`src/sv/blm_pkg.sv`:
```
// ----------------------------------------------------------------------------
// blm_pkg
// Shared types, status bit positions and register indexes for the battery
// module limit monitor.
// ----------------------------------------------------------------------------
package blm_pkg;

  localparam int IDX_W        = 5;
  localparam int VOLT_W       = 16;
  localparam int TEMP_W       = 16;
  localparam int STATUS_W     = 13;
  localparam int PACK_W       = 14;
  localparam int MAX_TEMP_W   = 15;
  localparam int CFG_DATA_W   = 64;
  localparam int CFG_INDEX_W  = 3;
  localparam int IN_DATA_W    = 40;
  localparam int OUT_DATA_W   = 48;

  localparam int DEFAULT_MODULE_COUNT = 32;
  // A 5-bit module index can only address this many modules.
  localparam int INDEX_SPAN = 1 << IDX_W;

  // Status bit positions.
  localparam int B_UV    = 0;
  localparam int B_OV    = 1;
  localparam int B_SHORT = 2;
  localparam int B_OT    = 3;
  localparam int B_TRNG  = 4;
  localparam int B_LLIM  = 5;
  localparam int B_HLIM  = 6;
  localparam int B_CHOT  = 7;
  localparam int B_WHV   = 8;
  localparam int B_WLV   = 9;
  localparam int B_WHT   = 10;
  localparam int B_WLT   = 11;
  localparam int B_BAL   = 12;
  localparam int B_REGEN = 13;

  localparam int FAULT_BITS = 5;

  typedef enum logic [CFG_INDEX_W-1:0] {
    CFG_TEMP_FAULT     = 3'd0,
    CFG_TEMP_TRIP_WARN = 3'd1,
    CFG_VOLT_FAULT     = 3'd2,
    CFG_VOLT_TRIP_WARN = 3'd3,
    CFG_VOLT_HYST      = 3'd4
  } cfg_index_t;

  // Limits as used by the status update.
  typedef struct packed {
    logic signed [TEMP_W-1:0] ot_discharge;
    logic signed [TEMP_W-1:0] ot_charging;
    logic signed [TEMP_W-1:0] range_high;
    logic signed [TEMP_W-1:0] range_low;
    logic signed [TEMP_W-1:0] chot_trip;
    logic signed [TEMP_W-1:0] warn_high_temp;
    logic signed [TEMP_W-1:0] warn_low_temp;
    logic signed [TEMP_W-1:0] temp_hyst;
    logic [VOLT_W-1:0]        undervolt;
    logic [VOLT_W-1:0]        overvolt;
    logic [VOLT_W-1:0]        short_volt;
    logic [VOLT_W-1:0]        low_limit;
    logic [VOLT_W-1:0]        high_limit;
    logic [VOLT_W-1:0]        warn_high_volt;
    logic [VOLT_W-1:0]        warn_low_volt;
    logic [VOLT_W-1:0]        volt_hyst;
  } blm_limits_t;

endpackage

```
`src/sv/blm_status_update.sv`:
```
// ----------------------------------------------------------------------------
// blm_status_update
// Computes one module's new status word from its stored status, the
// measurement and the configured limits.
// ----------------------------------------------------------------------------
module blm_status_update
  import blm_pkg::*;
(
  input  blm_limits_t              limits,
  input  logic [STATUS_W-1:0]      prev_status,
  input  logic [VOLT_W-1:0]        volt,
  input  logic signed [TEMP_W-1:0] temp,
  input  logic                     charging,
  input  logic                     balancing,
  output logic [STATUS_W-1:0]      new_status
);

  // One extra bit keeps threshold plus hysteresis exact.
  logic [VOLT_W:0]          v_ext;
  logic [VOLT_W:0]          vh_ext;
  logic signed [TEMP_W:0]   t_ext;
  logic signed [TEMP_W:0]   th_ext;

  logic llim_set, llim_clr, hlim_set, hlim_clr;
  logic whv_set, whv_clr, wlv_set, wlv_clr;
  logic chot_set, chot_clr, wht_set, wht_clr, wlt_set, wlt_clr;

  assign v_ext  = {1'b0, volt};
  assign vh_ext = v_ext + {1'b0, limits.volt_hyst};
  assign t_ext  = {temp[TEMP_W-1], temp};
  assign th_ext = t_ext + {limits.temp_hyst[TEMP_W-1], limits.temp_hyst};

  // A clear of "below threshold minus hysteresis" is tested as
  // "value plus hysteresis below threshold", which never goes negative.
  assign llim_set = volt <= limits.low_limit;
  assign llim_clr = v_ext > ({1'b0, limits.low_limit} + {1'b0, limits.volt_hyst});
  assign hlim_set = volt >= limits.high_limit;
  assign hlim_clr = vh_ext < {1'b0, limits.high_limit};
  assign whv_set  = volt >= limits.warn_high_volt;
  assign whv_clr  = vh_ext < {1'b0, limits.warn_high_volt};
  assign wlv_set  = volt <= limits.warn_low_volt;
  assign wlv_clr  = v_ext > ({1'b0, limits.warn_low_volt} + {1'b0, limits.volt_hyst});

  assign chot_set = temp >= limits.chot_trip;
  assign chot_clr = th_ext < $signed({limits.chot_trip[TEMP_W-1], limits.chot_trip});
  assign wht_set  = temp >= limits.warn_high_temp;
  assign wht_clr  = th_ext < $signed({limits.warn_high_temp[TEMP_W-1],
                                      limits.warn_high_temp});
  assign wlt_set  = temp <= limits.warn_low_temp;
  assign wlt_clr  = t_ext > $signed({limits.warn_low_temp[TEMP_W-1], limits.warn_low_temp}
                    + {limits.temp_hyst[TEMP_W-1], limits.temp_hyst});

  always_comb begin
    new_status = prev_status;
    new_status[B_BAL] = balancing;

    if (volt <= limits.undervolt) new_status[B_UV] = 1'b1;
    if (volt >= limits.overvolt) new_status[B_OV] = 1'b1;
    if (volt <= limits.short_volt) new_status[B_SHORT] = 1'b1;
    if (llim_set) new_status[B_LLIM] = 1'b1;
    else if (llim_clr) new_status[B_LLIM] = 1'b0;
    if (hlim_set) new_status[B_HLIM] = 1'b1;
    else if (hlim_clr) new_status[B_HLIM] = 1'b0;
    if (whv_set) new_status[B_WHV] = 1'b1;
    else if (whv_clr) new_status[B_WHV] = 1'b0;
    if (wlv_set) new_status[B_WLV] = 1'b1;
    else if (wlv_clr) new_status[B_WLV] = 1'b0;

    if (temp >= limits.ot_discharge) new_status[B_OT] = 1'b1;
    if (charging && (temp >= limits.ot_charging)) new_status[B_OT] = 1'b1;
    if ((temp >= limits.range_high) || (temp <= limits.range_low)) begin
      new_status[B_TRNG] = 1'b1;
    end
    if (chot_set) new_status[B_CHOT] = 1'b1;
    else if (chot_clr) new_status[B_CHOT] = 1'b0;
    if (wht_set) new_status[B_WHT] = 1'b1;
    else if (wht_clr) new_status[B_WHT] = 1'b0;
    if (wlt_set) new_status[B_WLT] = 1'b1;
    else if (wlt_clr) new_status[B_WLT] = 1'b0;
  end

endmodule

```
`src/sv/battery_module_limit_monitor_top.sv`:
```
// ----------------------------------------------------------------------------
// battery_module_limit_monitor_top
// Per-module voltage and temperature limit monitor with pack status roll-up.
// ----------------------------------------------------------------------------
// The block takes one module measurement per clock while the output is not
// stalled and returns one result per measurement, from the input register
// through the result register. The sustained rate is one item per cycle
// while unstalled: a module's status is read, updated and written back in
// the same cycle in which the result register loads, so a measurement for
// the same module may follow immediately. Sticky faults and the per-module
// status store clear only by reset; the pack word and the running maximum
// temperature clear after tlast; an index >= MODULE_COUNT changes nothing else.
module battery_module_limit_monitor_top
  import blm_pkg::*;
#(
  parameter int MODULE_COUNT = DEFAULT_MODULE_COUNT
) (
  input  logic                   clk,
  input  logic                   rst,
  // Configuration write port.
  input  logic                   cfg_wr_en,
  input  logic [CFG_INDEX_W-1:0] cfg_index,
  input  logic [CFG_DATA_W-1:0]  cfg_data,
  // Measurement stream.
  input  logic                   s_tvalid,
  output logic                   s_tready,
  // module_index[4:0], cell_voltage[20:5], module_temperature[36:21],
  // charging[37], balancing[38], zero[39]
  input  logic [IN_DATA_W-1:0]   s_tdata,
  input  logic                   s_tlast,
  // Result stream.
  output logic                   m_tvalid,
  input  logic                   m_tready,
  // module_status[12:0], pack_status[26:13], peak_temp[41:27],
  // zero[47:42]
  output logic [OUT_DATA_W-1:0]  m_tdata,
  output logic                   m_tlast
);

  localparam int STORE_DEPTH = (MODULE_COUNT < INDEX_SPAN) ? MODULE_COUNT : INDEX_SPAN;
  localparam int ADDR_W      = (STORE_DEPTH > 1) ? $clog2(STORE_DEPTH) : 1;
  localparam int CMP_W       = 7;

  // Configuration registers.
  logic [CFG_DATA_W-1:0] temp_fault_limits;
  logic [CFG_DATA_W-1:0] temp_trip_warn_limits;
  logic [47:0]           volt_fault_limits;
  logic [CFG_DATA_W-1:0] volt_trip_warn_limits;
  logic [VOLT_W-1:0]     volt_hysteresis;
  blm_limits_t           limits;

  always_ff @(posedge clk) begin
    if (rst) begin
      temp_fault_limits     <= '0;
      temp_trip_warn_limits <= '0;
      volt_fault_limits     <= '0;
      volt_trip_warn_limits <= '0;
      volt_hysteresis       <= '0;
    end else if (cfg_wr_en) begin
      unique case (cfg_index)
        CFG_TEMP_FAULT:     temp_fault_limits     <= cfg_data;
        CFG_TEMP_TRIP_WARN: temp_trip_warn_limits <= cfg_data;
        CFG_VOLT_FAULT:     volt_fault_limits     <= cfg_data[47:0];
        CFG_VOLT_TRIP_WARN: volt_trip_warn_limits <= cfg_data;
        CFG_VOLT_HYST:      volt_hysteresis       <= cfg_data[VOLT_W-1:0];
        default: ;
      endcase
    end
  end

  always_comb begin
    limits.ot_discharge   = temp_fault_limits[15:0];
    limits.ot_charging    = temp_fault_limits[31:16];
    limits.range_high     = temp_fault_limits[47:32];
    limits.range_low      = temp_fault_limits[63:48];
    limits.chot_trip      = temp_trip_warn_limits[15:0];
    limits.warn_high_temp = temp_trip_warn_limits[31:16];
    limits.warn_low_temp  = temp_trip_warn_limits[47:32];
    limits.temp_hyst      = temp_trip_warn_limits[63:48];
    limits.undervolt      = volt_fault_limits[15:0];
    limits.overvolt       = volt_fault_limits[31:16];
    limits.short_volt     = volt_fault_limits[47:32];
    limits.low_limit      = volt_trip_warn_limits[15:0];
    limits.high_limit     = volt_trip_warn_limits[31:16];
    limits.warn_high_volt = volt_trip_warn_limits[47:32];
    limits.warn_low_volt  = volt_trip_warn_limits[63:48];
    limits.volt_hyst      = volt_hysteresis;
  end

  // Input register stage.
  logic                     s1_valid;
  logic [IDX_W-1:0]         s1_index;
  logic [VOLT_W-1:0]        s1_volt;
  logic signed [TEMP_W-1:0] s1_temp;
  logic                     s1_charging;
  logic                     s1_balancing;
  logic                     s1_last;

  logic out_free;
  logic advance;
  logic in_xfer;

  assign out_free = !m_tvalid || m_tready;
  assign advance  = s1_valid && out_free;
  assign s_tready = !s1_valid || out_free;
  assign in_xfer  = s_tvalid && s_tready;

  always_ff @(posedge clk) begin
    if (rst) begin
      s1_valid <= 1'b0;
    end else if (in_xfer) begin
      s1_valid <= 1'b1;
    end else if (advance) begin
      s1_valid <= 1'b0;
    end
  end

  always_ff @(posedge clk) begin
    if (in_xfer) begin
      s1_index     <= s_tdata[4:0];
      s1_volt      <= s_tdata[20:5];
      s1_temp      <= s_tdata[36:21];
      s1_charging  <= s_tdata[37];
      s1_balancing <= s_tdata[38];
      s1_last      <= s_tlast;
    end
  end

  // Module status store and pack accumulation.
  logic [STATUS_W-1:0]   status_store [STORE_DEPTH];
  logic [STATUS_W-1:0]   pack_acc;
  logic [MAX_TEMP_W-1:0] run_max;

  logic                  in_range;
  logic [ADDR_W-1:0]     store_addr;
  logic [STATUS_W-1:0]   prev_status;
  logic [STATUS_W-1:0]   upd_status;
  logic [STATUS_W-1:0]   mod_status;
  logic [STATUS_W-1:0]   pack_acc_next;
  logic [MAX_TEMP_W-1:0] run_max_next;
  logic                  regen_off;
  logic [PACK_W-1:0]     pack_status;
  logic [MAX_TEMP_W-1:0] max_temp_out;

  assign in_range    = CMP_W'(s1_index) < CMP_W'(MODULE_COUNT);
  assign store_addr  = ADDR_W'(s1_index);
  assign prev_status = in_range ? status_store[store_addr] : '0;

  blm_status_update u_status_update (
    .limits      (limits),
    .prev_status (prev_status),
    .volt        (s1_volt),
    .temp        (s1_temp),
    .charging    (s1_charging),
    .balancing   (s1_balancing),
    .new_status  (upd_status)
  );

  always_comb begin
    mod_status    = in_range ? upd_status : '0;
    pack_acc_next = pack_acc | mod_status;
    // The running maximum starts at zero, so it is never negative.
    if (in_range && (s1_temp > $signed({1'b0, run_max}))) begin
      run_max_next = s1_temp[MAX_TEMP_W-1:0];
    end else begin
      run_max_next = run_max;
    end
    regen_off = (|pack_acc_next[FAULT_BITS-1:0]) || pack_acc_next[B_CHOT]
                || pack_acc_next[B_HLIM];
    pack_status  = s1_last ? {regen_off, pack_acc_next} : '0;
    max_temp_out = s1_last ? run_max_next : '0;
  end

  always_ff @(posedge clk) begin
    if (rst) begin
      for (int i = 0; i < STORE_DEPTH; i++) begin
        status_store[i] <= '0;
      end
    end else if (advance && in_range) begin
      status_store[store_addr] <= upd_status;
    end
  end

  always_ff @(posedge clk) begin
    if (rst) begin
      pack_acc <= '0;
      run_max  <= '0;
    end else if (advance) begin
      pack_acc <= s1_last ? '0 : pack_acc_next;
      run_max  <= s1_last ? '0 : run_max_next;
    end
  end

  // Result register.
  always_ff @(posedge clk) begin
    if (rst) begin
      m_tvalid <= 1'b0;
    end else if (advance) begin
      m_tvalid <= 1'b1;
    end else if (m_tready) begin
      m_tvalid <= 1'b0;
    end
  end

  always_ff @(posedge clk) begin
    if (advance) begin
      m_tdata <= {6'b0, max_temp_out, pack_status, mod_status};
      m_tlast <= s1_last;
    end
  end

  // Checks.
  a_advance_loads_output: assert property (@(posedge clk) disable iff (rst)
    advance |=> m_tvalid)
    else $error("staged item did not reach the result register");

  a_pack_zero_midscan: assert property (@(posedge clk) disable iff (rst)
    (m_tvalid && !m_tlast) |-> (m_tdata[41:13] == '0))
    else $error("pack fields nonzero on a transfer that does not end a scan");

  a_regen_matches: assert property (@(posedge clk) disable iff (rst)
    (m_tvalid && m_tlast) |-> (m_tdata[13 + B_REGEN] ==
      ((|m_tdata[13 +: FAULT_BITS]) || m_tdata[13 + B_CHOT] || m_tdata[13 + B_HLIM])))
    else $error("regen-off bit disagrees with pack status");

  a_scan_end_clears: assert property (@(posedge clk) disable iff (rst)
    (advance && s1_last) |=> ((pack_acc == '0) && (run_max == '0)))
    else $error("pack accumulation not cleared at scan end");

endmodule

```
`config.mk`:
```
export PLATFORM = sky130hd
export DESIGN_NAME = battery_module_limit_monitor_top
export DESIGN_NICKNAME = d
export VERILOG_FILES = /design/src/sv/blm_pkg.sv /design/src/sv/blm_status_update.sv /design/src/sv/battery_module_limit_monitor_top.sv
export SDC_FILE = /design/constraint.sdc
export NUM_CORES = 2
export LEC_CHECK = 0
export BUFFER_PORTS_ARGS = -buffer_cell sky130_fd_sc_hd__buf_2
export CAP_MARGIN = 20
export CORE_ASPECT_RATIO = 0.6
export CORE_MARGIN = 4
export CORE_UTILIZATION = 60
export DETAILED_ROUTE_END_ITERATION = 6
export GPL_TIMING_DRIVEN = 0
export HOLD_SLACK_MARGIN = 0.1
export MAX_ROUTING_LAYER = met4
export PLACE_DENSITY = 0.76
export SYNTH_ARGS = -nofsm -noshare
export SYNTH_HDL_FRONTEND = slang
export SYNTH_SLANG_ARGS = --single-unit
```
`constraint.sdc`:
```
create_clock -name clk -period 5.4 [get_ports clk]
set_input_delay 1.35 -clock clk [delete_from_list [all_inputs] [get_ports clk]]
set_output_delay 1.35 -clock clk [all_outputs]
set_load 0.1 [all_outputs]
```
After elaboration in Yosys (flattened, before gate mapping)
Memories as Yosys holds them, arrays and structs flattened. A register that Yosys moved wholly into a read port is not among the register bits.
Cells that the tools add are included.
W data, S select, Z words.
{ "op_classes": {"bitwise_logic": 1, "n_eq_ne": 4, "n_lt_le_gt_ge": 22, "add_sub_neg": 5, "mux": 36, "n_reduce_logical": 20} }
{ "op_table": {"columns": ["operator", "count"], "rows": [
  ["$ge A16 B16 Y1", 8],
  ["$le A16 B16 Y1", 6],
  ["$add A16 B16 Y17", 5],
  ["$lt A17 B16 Y1", 4],
  ["$gt A16 B17 Y1", 3],
  ["$mux W1", 30],
  ["$mux W15", 2],
  ["$mux W13", 2],
  ["$gt A16 B16 Y1", 1],
  ["$or A13 B13 Y13", 1],
  ["$reduce_or A13 Y1", 1],
  ["$mux W5", 2],
  ["$reduce_and A2 Y1", 5],
  ["$eq A3 B2 Y1 const B", 2],
  ["$logic_or A1 B1 Y1", 5],
  ["$reduce_or A5 Y1", 1],
  ["$reduce_bool A2 Y1", 2],
  ["$eq A3 B1 Y1 const B", 1],
  ["$eq A3 B3 Y1 const B", 1],
  ["$logic_and A1 B1 Y1", 3],
  ["$logic_not A3 Y1", 1],
  ["$logic_not A1 Y1", 2]
]} }
{ "word_totals": {"out_inout_bits": 51, "elab_cells": 107, "mem_count": 1, "mem_bits_rw": 416, "regBits": 369, "in_bits": 113} }
{ "mem_list": {"columns": ["name", "depth", "word_bits", "rd", "rd_clocked_by_memory_dff", "wr", "line_no", "source"], "rows": [
  ["status_store", 32, 13, 1, 1, 32, "battery_module_limit_monitor_top.sv:130", "logic [STATUS_W-1:0] status_store [STORE_DEPTH];"]
]} }

Depth between registers and ports, before layout
{ "logic_depth": {"depth_word": 8, "depth_mapped": 22, "depth_no_buf": 20} }

By module
From an unflattened synthesis, not the netlist that was laid out.
{ "hier_totals": {"hier_cells": 4098, "hier_area_um2": 43531.8} }
{ "modules_own_cells": {"columns": ["mod", "seq_area_each_um2", "instances", "area_per_inst_um2", "cells_per_inst"], "rows": [
  ["battery_module_limit_monitor_top", 20810.0, 1, 32178.4, 2614],
  ["blm_status_update", 0.0, 1, 11353.4, 1484]
]} }

Worst setup path before layout
OpenSTA, ideal clock, no wires.
{ "synth_timing": {"path_type": "register to register", "from": "register s1_volt[1]", "to": "memory status_store[0][8] (data pin)", "n_path_buf": 1, "slack_ps": 1302, "arrival_ps": 3833, "period_less_slack_ps": 4098, "setup_time_ps": 265, "stages_incl_launch_ff": 19, "t_required_ps": 5135, "cell_sequence": "edfxtp_1 > ha_1 > a21o_1 > a21oi_1 > o21bai_1 > a221oi_1 > o211ai_1 > a31o_2 > a21oi_1 > xnor2_1 > ha_1 > a21oi_1 > nor2b_1 > o21ai_0 > nand3_1 > a311oi_1 > a2bb2oi_2 > buf_4 > nor2_1"} }
{ "synth_rtl": {"columns": ["element", "line_no", "source"], "rows": [
  ["start, declared", "battery_module_limit_monitor_top.sv:93", "logic [VOLT_W-1:0] s1_volt;"],
  ["start signal, assigned", "battery_module_limit_monitor_top.sv:121", "s1_volt <= s_tdata[20:5];"],
  ["end, declared", "battery_module_limit_monitor_top.sv:130", null]
]} }

==> qor.yml <==
crit_arrival_ps: 5500
vdd_drop_max_mv: 0.239
die_h_um: 213
fillCellCount: 5327
grt_pass1_vias: 32100
die_w_um: 350
areaGrowthSynthToFinish_pct: 11.3
tightest_slew_ps: 1160
r2r_setup_slack_ps: 300
comb_power_share_pct: 16.2
yosysWarnings: 0
status: "finished with violations"
clk_latency_ps: 680
drv_cap: 0
end_kind: "register"
path_clk_slew_ps: 70
setup_viol: 0
drt-initial-drc-count: 6297
path_class: "register to register"
fin_tns_setup_ps: 0
grt_pass1_wl_mm: 209
avgSynthCellArea_sq_um: 9.96
drc: 2
power_mw: 14.0
grt_overflow_total: 0
cts.sinks: 758
yosys.area.top_type_share_pct: 33.4
vias_per_cell: 6.44
crit_fanout: 10
max-slew-margin-rel_pct: 22.2
die_area_sq_um: 74400
row_count: 74
cts_tree: "yes"
powerDensity_nw_per_um2: 300
cp-start-kind: "register"
ant_nets: 0
htree_num_levels: 3
hold_viol: 0
failed_checks: "DRC"
crit_required_ps: 5810
track_usage_pct: 39.9
yosysTopAreaCell: "edfxtp_1"
dp_hpwl_mm: 108
gp_congestion: 1.04
clock_power_share_pct: 37.4
synthArstFlopShare_pct: 0
ioPinCount: 164
vias: 35200
rsz0062_at_grt: "no"
cts-hold-fix-buffers: 0
seq_power_share_pct: 46.4
clockBufferDepth: 3
root_buffer: "clkbuf_16"
drtPass1Iterations: 7
fin_util_pct: 68.0
ys.flop_type: "edfxtp_1"
p_sw_share_pct: 29.3
synth_area_leaders: "edfxtp_1 33%, dfxtp_1 14%, ha_1 13%, nand2_1 6.3%, mux4_2 5.3%"
wl_per_cell_um: 26.6
power.switching_mw: 4.10
cts_buffers: 72
max_freq_mhz: 196
final_nets: 5039
min_path_type: "register to register"
intPower_mw: 9.90
ys_seq_elements: 758
p_leak_nw: 18.2
finClkSkew_ps: 29.6
whs_ps: 455
synth_area_sq_um: 42000
io_buffers: 155
synth_edf_count: 467
synthCells: 4214
synth_cell_type_count: 81
wl_mm: 145
grt_max_degree: 46
drive_above_1_share_pct: 11.3
slew_violations: 0
antenna_found_initial: 5
start_util_pct: 61.1
period_share_pct: 94.4
coreArea_sq_um: 68700
synth_seq_area_share_pct: 47.3
fin_crit_ps: 5100
## what timing repair did
action | in CTS | in global routing
resized for setup | 2 | 3
pin swaps | 0 | 1
setup endpoints to repair | 62 | 95
buffers inserted | 6 | 29
## layout by cell type, fill, tap and decap left out, types with 28 or more instances in the layout
cell | synthesis | layout
inv_1 | 285 | 283
nand2_1 | 701 | 701
dfxtp_1 | 291 | 291
nor2b_1 | 48 | 48
mux4_2 | 99 | 99
o21ai_0 | 101 | 101
nor3_1 | 43 | 41
mux2i_1 | 40 | 40
xnor2_1 | 28 | 28
clkbuf_16 | 0 | 76
clkbuf_1 | 146 | 159
xor2_1 | 29 | 29
ha_1 | 430 | 430
buf_2 | 39 | 195
nor2_1 | 453 | 452
a21oi_1 | 420 | 420
edfxtp_1 | 467 | 467
buf_4 | 16 | 52
a21o_1 | 72 | 72
nand4_1 | 60 | 60
nand3_1 | 62 | 62
## state kept, by name, indices dropped and copies added, names as in the netlist, 5 cells and up, named ones only
register and count:
m_tdata 42, temp_fault_limits 64, s1_temp 16, pack_acc 13, s1_volt 16, temp_trip_warn_limits 64
volt_fault_limits 48, s1_index 5, volt_trip_warn_limits 64, status_store 384, run_max 15, volt_hysteresis 16
## critical path: stages, from the launching register on
cell and delay, ps:
dfxtp_1 540, ha_1 360, and2_1 200, a221oi_2 350, a31oi_1 220, a41o_1 330, o22ai_1 270, o21bai_1 100
a21oi_1 180, xnor2_1 190, ha_1 290, a2111oi_0 420, a31oi_1 160, o31ai_2 470, buf_6 250, buf_2 370
nor2_1 100
## worst paths after layout
check	from	to	cells past startpoint
worst min register to register	volt_trip_warn_limits[18]$_SDFFE_PP0P_	volt_trip_warn_limits[18]$_SDFFE_PP0P_	2
worst max-delay path	volt_hysteresis[5]$_SDFFE_PP0P_	status_store[3][6]$_SDFFCE_PN0P_	16
worst max register to register	volt_hysteresis[5]$_SDFFE_PP0P_	status_store[3][6]$_SDFFCE_PN0P_	16
worst min-delay path	volt_trip_warn_limits[18]$_SDFFE_PP0P_	volt_trip_warn_limits[18]$_SDFFE_PP0P_	2
## Yosys cell counts, types with 48 or more instances
cell type    n
nand2_1    701
edfxtp_1   467
nor2_1     453
ha_1       430
a21oi_1    420
dfxtp_1    291
inv_1      285
clkbuf_1   146
o21ai_0    101
mux4_2      99
a21o_1      72
nand3_1     62
nand4_1     60
nor2b_1     48
## kinds of logic (layout without fill, tap and decap cells)
kind of cell	Yosys count	count (layout)	share of synthesized area, %
buffers and inverters	518	847	5.02
flip-flops	758	758	47.3
AND/OR/NAND/NOR	1490	1490	15.2
XOR/XNOR	57	57	1.19
multiplexers	148	148	6.51
adder cells (fa/ha/maj)	435	435	13.1
other	1	14	0.00893
AO/OA/AOI/OAI	807	807	11.7
## per-layer routing
metal / track usage (%) / up-vias / routed length [um]
met3: 18.8 / 288 / 27700
met1: 58.4 / 16800 / 60100
met4: 11.0 / 0 / 4330
met2: 48.4 / 2613 / 53300
li1: - / 15500 / -
met5: - / - / 0
## metrics by stage
stage,setup WS (ps),area (sq um),cells
final,305,46700,5468
after global routing,23.1,46700,5465
after CTS,5.29,46500,5429
after detailed placement,-353,44000,5292
after global placement,-442,43900,5286
after floorplan,1300,42000,4219
## layout make-up
type | instances | area, sq um | area share [%]
Clock inverter | 26 | 221 | 0.474
Tap cell | 912 | 1140 | 2.44
Clock buffer | 105 | 2160 | 4.63
Sequential cell | 758 | 19800 | 42.5
Inverter | 291 | 1090 | 2.34
Antenna cell | 8 | 20.0 | 0.0428
Timing Repair Buffer | 198 | 1140 | 2.44
Buffer | 227 | 1010 | 2.17
Multi-Input combinational cell | 2943 | 20100 | 43.0
## power groups by stage
stage | clock, mW | sequential, mW | combinational (mW)
2_1_floorplan | 0 | 6.68 | 1.19
3_3_place_gp | 0 | 6.64 | 2.02
3_5_place_dp | 0 | 6.65 | 2.07
4_1_cts | 5.22 | 6.51 | 2.11
5_1_grt | 5.47 | 6.51 | 2.38
6_report | 5.24 | 6.50 | 2.26
Power figures use the tool's default switching activity.
